[src/design/csv_tok_pkg.sv]
// ----------------------------------------------------------------------------
// csv_tok_pkg
// Shared types and constants for the CSV field tokenizer.
// ----------------------------------------------------------------------------
package csv_tok_pkg;

  localparam logic [7:0] CH_CR = 8'd13;
  localparam logic [7:0] CH_LF = 8'd10;

  localparam logic [7:0] DELIM_RESET = 8'd44;
  localparam logic [7:0] QUOTE_RESET = 8'd34;

  localparam int unsigned CFG_IDX_W = 1;

  typedef enum logic [CFG_IDX_W-1:0] {
    CFG_DELIM = 1'b0,
    CFG_QUOTE = 1'b1
  } cfg_idx_e;

  typedef enum logic [1:0] {
    CMD_DATA  = 2'd0,
    CMD_FLUSH = 2'd1,
    CMD_SKIP  = 2'd2
  } cmd_e;

  typedef enum logic [1:0] {
    PS_START  = 2'd0,
    PS_PLAIN  = 2'd1,
    PS_QUOTED = 2'd2,
    PS_AFTERQ = 2'd3
  } parse_state_e;

  typedef struct packed {
    logic [7:0] delim;
    logic [7:0] quote;
  } cfg_t;

  typedef struct packed {
    parse_state_e ps;
    logic         after_cr;
    logic         skip_pending;
    logic         field_has_data;
    logic         row_has_fields;
  } tok_state_t;

  typedef struct packed {
    logic       has_byte;
    logic [7:0] out_byte;
    logic       field_end;
    logic       row_end;
    logic       drop_row;
    logic       unterminated_quote;
  } result_t;

endpackage

[src/design/csv_tok_cfg.sv]
// ----------------------------------------------------------------------------
// csv_tok_cfg
// Configuration registers: delimiter and quote bytes.
// ----------------------------------------------------------------------------
module csv_tok_cfg (
  input  logic                                   clk_i,
  input  logic                                   rst_ni,
  input  logic                                   wr_en_i,
  input  logic [csv_tok_pkg::CFG_IDX_W-1:0]      wr_index_i,
  input  logic [7:0]                             wr_data_i,
  output csv_tok_pkg::cfg_t                      cfg_o
);
  import csv_tok_pkg::*;

  cfg_t cfg_q;
  cfg_t cfg_d;

  always_comb begin
    cfg_d = cfg_q;
    if (wr_en_i) begin
      case (wr_index_i)
        CFG_DELIM: cfg_d.delim = wr_data_i;
        CFG_QUOTE: cfg_d.quote = wr_data_i;
        default:   cfg_d = cfg_q;
      endcase
    end
  end

  always_ff @(posedge clk_i or negedge rst_ni) begin
    if (!rst_ni) begin
      cfg_q.delim <= DELIM_RESET;
      cfg_q.quote <= QUOTE_RESET;
    end else begin
      cfg_q <= cfg_d;
    end
  end

  assign cfg_o = cfg_q;

endmodule

[src/design/csv_tok_step.sv]
// ----------------------------------------------------------------------------
// csv_tok_step
// Per-item decision logic: classifies one command/byte against the parser
// state and produces the next state and at most one result.
// ----------------------------------------------------------------------------
module csv_tok_step (
  input  logic [1:0]              cmd_i,
  input  logic [7:0]              data_byte_i,
  input  csv_tok_pkg::cfg_t       cfg_i,
  input  csv_tok_pkg::tok_state_t state_i,
  output csv_tok_pkg::tok_state_t state_o,
  output csv_tok_pkg::result_t    res_o,
  output logic                    res_valid_o
);
  import csv_tok_pkg::*;

  logic is_q;
  logic is_d;
  logic is_nl;
  logic act_content;
  logic act_field;
  logic act_row;

  assign is_q  = (data_byte_i == cfg_i.quote);
  assign is_d  = (data_byte_i == cfg_i.delim);
  assign is_nl = (data_byte_i == CH_CR) || (data_byte_i == CH_LF);

  always_comb begin
    state_o     = state_i;
    res_o       = '0;
    res_valid_o = 1'b0;
    act_content = 1'b0;
    act_field   = 1'b0;
    act_row     = 1'b0;

    case (cmd_i)
      CMD_SKIP: begin
        state_o.skip_pending = 1'b1;
      end

      CMD_FLUSH: begin
        state_o.after_cr = 1'b0;
        if (state_i.ps == PS_QUOTED) begin
          // abandon the partial row, keep any pending skip
          state_o.ps                 = PS_START;
          state_o.field_has_data     = 1'b0;
          state_o.row_has_fields     = 1'b0;
          res_o.unterminated_quote   = 1'b1;
          res_valid_o                = 1'b1;
        end else if (!(state_i.ps == PS_START && !state_i.row_has_fields &&
                       !state_i.field_has_data)) begin
          act_row = 1'b1;
        end
      end

      CMD_DATA: begin
        state_o.after_cr = 1'b0;
        // drop the LF of a CRLF pair
        if (!(state_i.after_cr && data_byte_i == CH_LF)) begin
          case (state_i.ps)
            PS_START: begin
              if (is_q) begin
                state_o.ps             = PS_QUOTED;
                state_o.field_has_data = 1'b1;
              end else if (is_d) begin
                act_field = 1'b1;
              end else if (is_nl) begin
                act_row = 1'b1;
              end else begin
                state_o.ps  = PS_PLAIN;
                act_content = 1'b1;
              end
            end
            PS_PLAIN: begin
              if (is_d) begin
                act_field = 1'b1;
              end else if (is_nl) begin
                act_row = 1'b1;
              end else begin
                act_content = 1'b1;
              end
            end
            PS_QUOTED: begin
              if (is_q) begin
                state_o.ps = PS_AFTERQ;
              end else begin
                act_content = 1'b1;
              end
            end
            default: begin
              if (is_q) begin
                // doubled quote is a literal quote
                state_o.ps  = PS_QUOTED;
                act_content = 1'b1;
              end else if (is_d) begin
                act_field = 1'b1;
              end else if (is_nl) begin
                act_row = 1'b1;
              end else begin
                state_o.ps  = PS_PLAIN;
                act_content = 1'b1;
              end
            end
          endcase
          if (act_row) begin
            state_o.after_cr = (data_byte_i == CH_CR);
          end
        end
      end

      default: begin
        state_o = state_i;
      end
    endcase

    if (act_content) begin
      state_o.field_has_data = 1'b1;
      res_o.has_byte         = 1'b1;
      res_o.out_byte         = data_byte_i;
      res_valid_o            = 1'b1;
    end
    if (act_field) begin
      state_o.field_has_data = 1'b0;
      state_o.row_has_fields = 1'b1;
      state_o.ps             = PS_START;
      res_o.field_end        = 1'b1;
      res_valid_o            = 1'b1;
    end
    if (act_row) begin
      state_o.skip_pending   = 1'b0;
      state_o.field_has_data = 1'b0;
      state_o.row_has_fields = 1'b0;
      state_o.ps             = PS_START;
      res_o.field_end        = 1'b1;
      res_o.row_end          = 1'b1;
      res_o.drop_row         = state_i.skip_pending;
      res_valid_o            = 1'b1;
    end
  end

endmodule

[src/design/csv_field_tokenizer.sv]
// ----------------------------------------------------------------------------
// csv_field_tokenizer
// Byte-serial CSV tokenizer with configurable delimiter and quote bytes.
// ----------------------------------------------------------------------------
//  channel | direction | handshake              | payload
//  --------+-----------+------------------------+------------------------------
//  in      | sink      | in_valid_i/in_ready_o  | cmd_i, data_byte_i
//  out     | source    | out_valid_o/out_ready_i| has_byte_o, out_byte_o,
//          |           |                        | field_end_o, row_end_o,
//          |           |                        | drop_row_o, unterminated_quote_o
//  cfg     | sink      | cfg_valid_i/cfg_ready_o| cfg_index_i, cfg_data_i
//
//  One word per cycle sustained while the output is not stalled. A word is
//  latched in the input register, decided against the parser state, and
//  then written into the output register. Words that yield no result leave no
//  output. The input register keeps accepting while a result waits, until
//  both registers are full and the output is stalled. Reset clears all
//  control state and loads the delimiter ',' and quote '"'.
// ----------------------------------------------------------------------------
module csv_field_tokenizer (
  input  logic                               clk_i,
  input  logic                               rst_ni,
  input  logic                               in_valid_i,
  output logic                               in_ready_o,
  input  logic [1:0]                         cmd_i,
  input  logic [7:0]                         data_byte_i,
  output logic                               out_valid_o,
  input  logic                               out_ready_i,
  output logic                               has_byte_o,
  output logic [7:0]                         out_byte_o,
  output logic                               field_end_o,
  output logic                               row_end_o,
  output logic                               drop_row_o,
  output logic                               unterminated_quote_o,
  input  logic                               cfg_valid_i,
  output logic                               cfg_ready_o,
  input  logic [csv_tok_pkg::CFG_IDX_W-1:0]  cfg_index_i,
  input  logic [7:0]                         cfg_data_i
);
  import csv_tok_pkg::*;

  cfg_t       cfg;
  tok_state_t st_q;
  tok_state_t st_d;
  tok_state_t st_next;
  result_t    res;
  logic       res_valid;
  result_t    out_q;
  result_t    out_d;
  logic       out_valid_q;
  logic       out_valid_d;
  logic       in_valid_q;
  logic       in_valid_d;
  logic [1:0] cmd_q;
  logic [1:0] cmd_d;
  logic [7:0] byte_q;
  logic [7:0] byte_d;
  logic       advance;
  logic       in_fire;

  assign cfg_ready_o = 1'b1;

  csv_tok_cfg u_cfg (
    .clk_i      (clk_i),
    .rst_ni     (rst_ni),
    .wr_en_i    (cfg_valid_i),
    .wr_index_i (cfg_index_i),
    .wr_data_i  (cfg_data_i),
    .cfg_o      (cfg)
  );

  csv_tok_step u_step (
    .cmd_i       (cmd_q),
    .data_byte_i (byte_q),
    .cfg_i       (cfg),
    .state_i     (st_q),
    .state_o     (st_next),
    .res_o       (res),
    .res_valid_o (res_valid)
  );

  // process the held word when the output register is free or draining
  assign advance    = in_valid_q && (!out_valid_q || out_ready_i);
  assign in_ready_o = !in_valid_q || advance;
  assign in_fire    = in_valid_i && in_ready_o;

  always_comb begin
    in_valid_d = in_valid_q;
    cmd_d      = cmd_q;
    byte_d     = byte_q;
    if (in_fire) begin
      in_valid_d = 1'b1;
      cmd_d      = cmd_i;
      byte_d     = data_byte_i;
    end else if (advance) begin
      in_valid_d = 1'b0;
    end
  end

  always_comb begin
    st_d        = advance ? st_next : st_q;
    out_d       = out_q;
    out_valid_d = out_valid_q && !out_ready_i;
    if (advance && res_valid) begin
      out_d       = res;
      out_valid_d = 1'b1;
    end
  end

  always_ff @(posedge clk_i or negedge rst_ni) begin
    if (!rst_ni) begin
      in_valid_q  <= 1'b0;
      out_valid_q <= 1'b0;
      st_q        <= '{ps: PS_START, default: 1'b0};
    end else begin
      in_valid_q  <= in_valid_d;
      out_valid_q <= out_valid_d;
      st_q        <= st_d;
    end
  end

  always_ff @(posedge clk_i) begin
    cmd_q  <= cmd_d;
    byte_q <= byte_d;
    out_q  <= out_d;
  end

  assign out_valid_o          = out_valid_q;
  assign has_byte_o           = out_q.has_byte;
  assign out_byte_o           = out_q.out_byte;
  assign field_end_o          = out_q.field_end;
  assign row_end_o            = out_q.row_end;
  assign drop_row_o           = out_q.drop_row;
  assign unterminated_quote_o = out_q.unterminated_quote;

  a_row_has_field_end : assert property (@(posedge clk_i) disable iff (!rst_ni)
    out_valid_o && row_end_o |-> field_end_o)
    else $error("row end without field end");

  a_drop_only_at_row : assert property (@(posedge clk_i) disable iff (!rst_ni)
    out_valid_o && drop_row_o |-> row_end_o)
    else $error("drop mark outside a row end");

  a_uq_alone : assert property (@(posedge clk_i) disable iff (!rst_ni)
    out_valid_o && unterminated_quote_o |-> !has_byte_o && !field_end_o)
    else $error("unterminated quote combined with other marks");

  a_stall_only_when_full : assert property (@(posedge clk_i) disable iff (!rst_ni)
    !in_ready_o |-> in_valid_q && out_valid_q && !out_ready_i)
    else $error("input stalled with room available");

  a_state_holds_idle : assert property (@(posedge clk_i) disable iff (!rst_ni)
    !advance |=> st_q == $past(st_q))
    else $error("parser state moved without a word");

endmodule

[config.mk]
export PLATFORM = sky130hd
export DESIGN_NAME = csv_field_tokenizer
export DESIGN_NICKNAME = d
export VERILOG_FILES = /design/src/design/csv_tok_pkg.sv /design/src/design/csv_tok_cfg.sv /design/src/design/csv_tok_step.sv /design/src/design/csv_field_tokenizer.sv
export SDC_FILE = /design/constraint.sdc
export NUM_CORES = 1
export LEC_CHECK = 0
export ABC_AREA = 1
export BUFFER_PORTS_ARGS = -buffer_cell sky130_fd_sc_hd__buf_4
export CORE_ASPECT_RATIO = 0.9
export CORE_MARGIN = 2
export CORE_UTILIZATION = 40
export CTS_CLUSTER_DIAMETER = 120
export DETAILED_ROUTE_END_ITERATION = 10
export PLACE_DENSITY_LB_ADDON = 0.12
export SYNTH_ARGS = -nofsm -noshare
export SYNTH_HDL_FRONTEND = slang
export SYNTH_HIERARCHICAL = 1
export SYNTH_SLANG_ARGS = --single-unit
[constraint.sdc]
create_clock -name clk_i -period 5.4 [get_ports clk_i]
set_clock_uncertainty 0.1 [all_clocks]
set_input_delay 1.08 -clock clk_i [delete_from_list [all_inputs] [get_ports clk_i]]
set_output_delay 1.08 -clock clk_i [all_outputs]
set_load 0.01 [all_outputs]
# After elaboration in Yosys (flattened, before gate mapping)
# Cells that the tools add are included.
# op_classes
bitwise,1
eq_ne,18
n_reduce_logical,31
mux,54
# op_table
operator,count
1-bit two-way mux,35
2-bit two-way mux,9
"8-bit by 4-bit equality test with 1-bit output, second input constant",2
8-bit equality test,2
"5-bit by 1-bit inequality test with 1-bit output, second input constant",3
"5-bit by 2-bit inequality test with 1-bit output, second input constant",2
"5-bit by 4-bit inequality test with 1-bit output, second input constant",2
9-bit two-way mux,1
"4-bit by 2-bit inequality test with 1-bit output, second input constant",2
1-bit case mux with 2 select lines,4
2-bit AND reduction,4
8-bit AND reduction,1
1-bit logical AND,7
3-bit two-way mux,2
3-bit case mux with 2 select lines,1
6-bit AND reduction,1
2-bit nonzero test,3
3-bit nonzero test,2
1-bit zero test,5
5-bit nonzero test,1
"2-bit by 1-bit equality test with 1-bit output, second input constant",2
"2-bit equality test, second input constant",2
2-bit zero test,2
"4-bit by 1-bit inequality test with 1-bit output, second input constant",1
6 further kinds,8
# word_totals
out_inout_bits,16
reg_bits,47
elab_cells,121
input_bits,24

# Logic depth before layout (Yosys ltp)
# logic_depth
ltp_word,13
ltp_mapped,16
depth_no_buf,16

# Cells and area by module
# Netlist, hierarchy kept.
# modules_own_cells
module,area_each_um2,seq_area_each_um2,cells_per_inst,instances
csv_field_tokenizer,1038.5,890.9,63,1
csv_tok_step,905.9,0.0,175,1
csv_tok_cfg,669.4,406.6,70,1

# Worst setup path after synthesis
# OpenSTA, ideal clock, no wires.
# synth_path
kind,reg2reg
from,register st_q[4] in the netlist's numbering
to,"register out_q, in the netlist drop_row_o, enable pin"
arrival_ps,2067
setup_ps,382
period_less_slack_ps,2549
path_slack_ps,2851
path_buffers,0
t_required_ps,4918
stages_incl_launch_ff,12
path_cell_list,dfrtp_1 inv_1 ha_1 inv_1 nand2_2 nand2_2 nand3_2 nand2_4 clkinv_2 nand4_1 inv_1 nor2_1
# synth_between
elab_chain_cells,8
elab_cells_between_ends,24
classes_between,eq/ne (2); mux (18); reduce/logical (4)
# synth_rtl
item,line,source
"start, declared",csv_field_tokenizer.sv:43,tok_state_t st_q;
"start signal, assigned",csv_field_tokenizer.sv:118,st_q <= st_d;
"2-bit equality test, or another cell as far along","csv_tok_step.sv:43, csv_tok_step.sv:60",
1-bit case mux with 2 select lines or 1-bit logical AND (tied branches),"csv_tok_step.sv:60, csv_tok_step.sv:50",
1-bit two-way mux or 1-bit logical AND (tied branches),"csv_tok_step.sv:59, csv_tok_step.sv:50",
"1-bit two-way mux, on equally long branches","csv_tok_step.sv:36, csv_tok_step.sv:50",
"1-bit two-way mux, on equally long branches","csv_tok_step.sv:59, csv_tok_step.sv:43",
1-bit case mux with 2 select lines (*),csv_tok_step.sv:36,case (cmd_i)
via u_step.act_row,csv_tok_step.sv:22,logic act_row;
1-bit two-way mux (*),csv_tok_step.sv:129,if (act_row) begin
via res_valid,csv_field_tokenizer.sv:47,logic res_valid;
1-bit logical AND (*),csv_field_tokenizer.sv:104,if (advance && res_valid) begin
"end signal, assigned",csv_field_tokenizer.sv:125,out_q <= out_d;
"end, declared",csv_field_tokenizer.sv:48,result_t out_q;
# The timed path passes the listed nets; every way through them passes the cells marked *. The select of a mux whose other input is x is not followed.
# A chain may end at the register's enable or synchronous reset.

# Final worst setup path
# layout_path
from,register st_q[4] in the netlist's numbering
to,"register out_q, in the netlist out_byte_o[3], enable pin"
# layout_between
elab_chain_cells,8
elab_cells_between_ends,24
classes_between,eq/ne (2); mux (18); reduce/logical (4)
# layout_rtl
item,line,source
"2-bit equality test, or another cell as far along","csv_tok_step.sv:43, csv_tok_step.sv:60",
"1-bit case mux with 2 select lines, or another cell as far along",csv_tok_step.sv:60,case (state_i.ps)
1-bit two-way mux or 1-bit logical AND (tied branches),"csv_tok_step.sv:59, csv_tok_step.sv:50",
"1-bit two-way mux, on equally long branches","csv_tok_step.sv:36, csv_tok_step.sv:50",
"1-bit two-way mux, on equally long branches","csv_tok_step.sv:59, csv_tok_step.sv:43, csv_tok_step.sv:116",
1-bit case mux with 2 select lines or 1-bit two-way mux (tied branches),"csv_tok_step.sv:36, csv_tok_step.sv:122",
1-bit two-way mux (*),csv_tok_step.sv:129,
via res_valid,csv_field_tokenizer.sv:47,
1-bit logical AND (*),csv_field_tokenizer.sv:104,
# Marked as above.

==> key figures <==
Route
  – Routed len/inst: 12.32 um
  – Wl on met1: 2789 um
  – DRC: 0
  – Final WL: 5336 um
  – Via count: 2028
  – DR WL met2: 2035 um
  – Met3 wire length: 421 um
  – Vias per std cell: 4.684
  – DRT iter0 DRCs: 104
  – 1st-pass router iterations: 4
  – DR top layer: met4
  – Routed Antenna Nets: 0

Place
  – Port Buf Inserts: 38
  – DP Area: 2933 um^2
  – Dpl cells: 425
  – Gp weighted congestion: 0.9295
  – Detail Placement HPWL: 4130 um
  – Pre-CTS setup slack: 2486 ps

Layout
  – Diode count: 0
  – Area of the multi-input gates: 1079 um^2
  – Register area: 1297 um^2
  – Nets: 376
  – Post-Layout Inst Area: 3017 um^2
  – Non-filler instance count after layout: 433
  – Fillers: 646
  – Synth-to-layout area growth: 15.41%
  – Fin util: 0.4853
  – Layout cell share with drive strength beyond 1: 0.2428

Logic synthesis
  – Post-synth EDFFs: 23
  – Async set-reset flop share out of synthesis: 0.5106
  – Synth Warn #: 6
  – Top-count cell post-synth: nand2_1
  – Post-synthesis compound-gate area fraction: 0.03686
  – Adder-cell share of the synthesized area: 0.03351
  – Yosys reg bits: 47
  – Mux contribution to synthesized area: 0
  – Synth area leaders: edfxtp_1 (26%), dfrtp_1 (18%), nand2_1 (15%)
  – Mapped Cells: 308
  – Leading area contributor after synthesis: edfxtp_1
  – Syn_nets: 339
  – Main combinational cell family by area after synthesis: simple AND/OR/NAND/NOR gates
  – Most instantiated cells after synthesis: nand2_1 (103), inv_1 (34), edfxtp_1 (23), nand3_1 (23), nor2_1 (22)
  – Synth top area share: 0.2642
  – Library cells used by synthesis: 31
  – Post-synthesis sequential area ratio: 0.4964
  – Area share of and/or/nand/nor cells after synthesis: 0.3174
  – XOR/XNOR Fraction of Synth Area: 0.02346
  – Most common flop cell mapped by yosys: edfxtp_1
  – Mapped cell area: 2614 um^2
  – Syn_area_per_cell: 8.486 um^2

Power and ir drop
  – Clk network pwr share: 0.195
  – Sw frac: 0.3657
  – Flop pwr share: 0.470
  – P per Cell Area: 356.7 nW/um^2
  – Worst vdd ir: 149.2 uV
  – Overall Power: 1.076 mW
  – Sw Pwr: 393.5 uW
  – Int Pwr: 682.5 uW
  – Leak Pwr: 1.485 nW
  – Logic pwr share: 0.335

Worst setup path
  – CP max stage delay: 730 ps
  – Critical path type: flip-flop to flip-flop
  – Startpoint type of the worst setup path: flip-flop
  – Worst r2r dst: out_byte_o[3]
  – FF-to-FF setup slack: 2500 ps
  – R2R depth: 11
  – Worst setup EP type: flip-flop
  – Slowest CP cell: nor2_1
  – Critical path startpoint: st_q[4]
  – Critical Path, Cell by Cell: inv_1, ha_1, inv_1, nand2_2, nand2_2, nand3_2, nand2_4, clkinv_2, nand4_1, inv_1, nor2_1
  – CP dominant cell by count: inv_1
  – CP required: 5220 ps
  – CP max FO: 13
  – Arr. time, crit path: 2720 ps
  – Worst path bufs/invs: 4
  – RR Startpoint: st_q[4]
  – Cell family with the largest share of critical-path delay: simple AND/OR/NAND/NOR gates

STA
  – Final setup vio count: 0
  – F_max: 0.3450 GHz
  – Fin. Hold Viols: 0
  – Hold Slack: 374.5 ps
  – Slew Limit Fails: 0
  – Fin crit period: 2898 ps
  – Max_slew headroom: 0.3626
  – TNS Setup: 0 ps
  – RSZ-0062 raised after global routing: false
  – Final Cycle Share: 0.5367
  – Final worst slack: 2502 ps
  – Slew @ Worst Pin: 952.6 ps

Global routing
  – Gr ovfl total: 0
  – Global-route wire length before repair: 8963 um
  – Vias in the first global route: 1830
  – Gr usage total: 0.1661
  – Largest net degree at the start of global routing: 25
  – Antenna violations before repair: 0

Clock network
  – Clock root cell: clkbuf_8
  – Clock sinks: 47
  – CTS Hold Bufs: 0
  – CTS clk-pin slew, worst paths: 90 ps
  – Clock latency on the worst-skew pair: 300 ps
  – Num CTS Buffers: 5
  – CTS tree: yes
  – Post-CTS Setup Inserts: 0
  – Clock H-tree levels: 2
  – Clock buffer depth: 2
  – CTS resizes: 0

Floorplanning
  – Core area: 6216 um^2
  – Initial core utilization: 0.4205
  – Die width: 89.21 um
  – Row cnt: 27
  – IO Pins: 40
  – Die area: 7198 um^2
  – Die height: 80.69 um

Job
  – Max-cap violations: 0

Min path
  – Hold WC Path Type: flip-flop to flip-flop
  – HP Start: u_cfg/cfg_o[10]
  – Min-Delay Path Depth: 2
  – Hold path endpoint: u_cfg/cfg_o[10]

Outcome
  – Status: finished, final reports clean
==> cell type report <==
cell class,instances,area share
clock buffer,6,0.02406
timing repair buffer,38,0.09457
clock inverter,2,0.003733
sequential,47,0.4301
tap,87,0.03608
inverter,41,0.05392
multi-input combinational,212,0.3575
==> flip-flops by register name, indices dropped and copies added, names as in the netlist, 2 cells and up <==
signal and flops:
byte_q 8, st_q 6, u_cfg/cfg_o 16, out_byte_o 8
cmd_q 2
==> layout by cell type, fill, tap and decap left out, drive strengths merged, types with 2 or more instances in the layout <==
cell type  instances
buf               38
xor2               2
dfrtp             19
o22ai              2
inv               40
clkbuf             6
nand2            117
dfstp              5
ha                 7
nand3             25
a21oi              6
xnor2              5
o31ai              2
nand4              8
clkinv             3
nor2              31
edfxtp            23
o21ai              3
==> how the worst max path moves through the flow <==
stage	endpoint	slack (ps)	cells after the start
final	out_byte_o[3]	2500	11
after global routing	out_byte_o[2]	2240	11
after CTS	out_byte_o[3]	2460	11
after detailed placement	out_byte_o[6]	2490	11
after global placement	out_byte_o[7]	2560	11
after floorplan	drop_row_o	2850	11
==> worst reg2reg max path: cells and delay by family (launching register included) <==
kind	cells	cell delay, ps
buf+inv	4	410
flops	1	470
fa+ha+maj	1	380
simple gates	6	1180
==> power by group through the flow <==
| stage | Clock [mW] | Combinational (mW) | Sequential, mW |
|---|---|---|---|
| 2_1_floorplan | 0 | 0.255 | 0.507 |
| 3_3_place_gp | 0 | 0.359 | 0.512 |
| 3_5_place_dp | 0 | 0.357 | 0.513 |
| 4_1_cts | 0.218 | 0.360 | 0.506 |
| 5_1_grt | 0.234 | 0.410 | 0.514 |
| 6_report | 0.210 | 0.361 | 0.506 |
==> logic make-up (layout without fill, tap and decap cells) <==
logic type	Yosys count	in the layout
flops	47	47
compound gates	15	15
xor+xnor	7	7
other cells	1	1
buf+inv	49	87
fa+ha+maj	7	7
simple gates	182	182
==> per-layer routing <==
layer  GRT usage  vias to the layer above
met1      0.2581                      896
met5           0                        -
met4     0.05672                        0
li1            -                     1047
met2      0.2148                       74
met3     0.04830                       11
No activity file was read; power rests on OpenSTA's default activity.
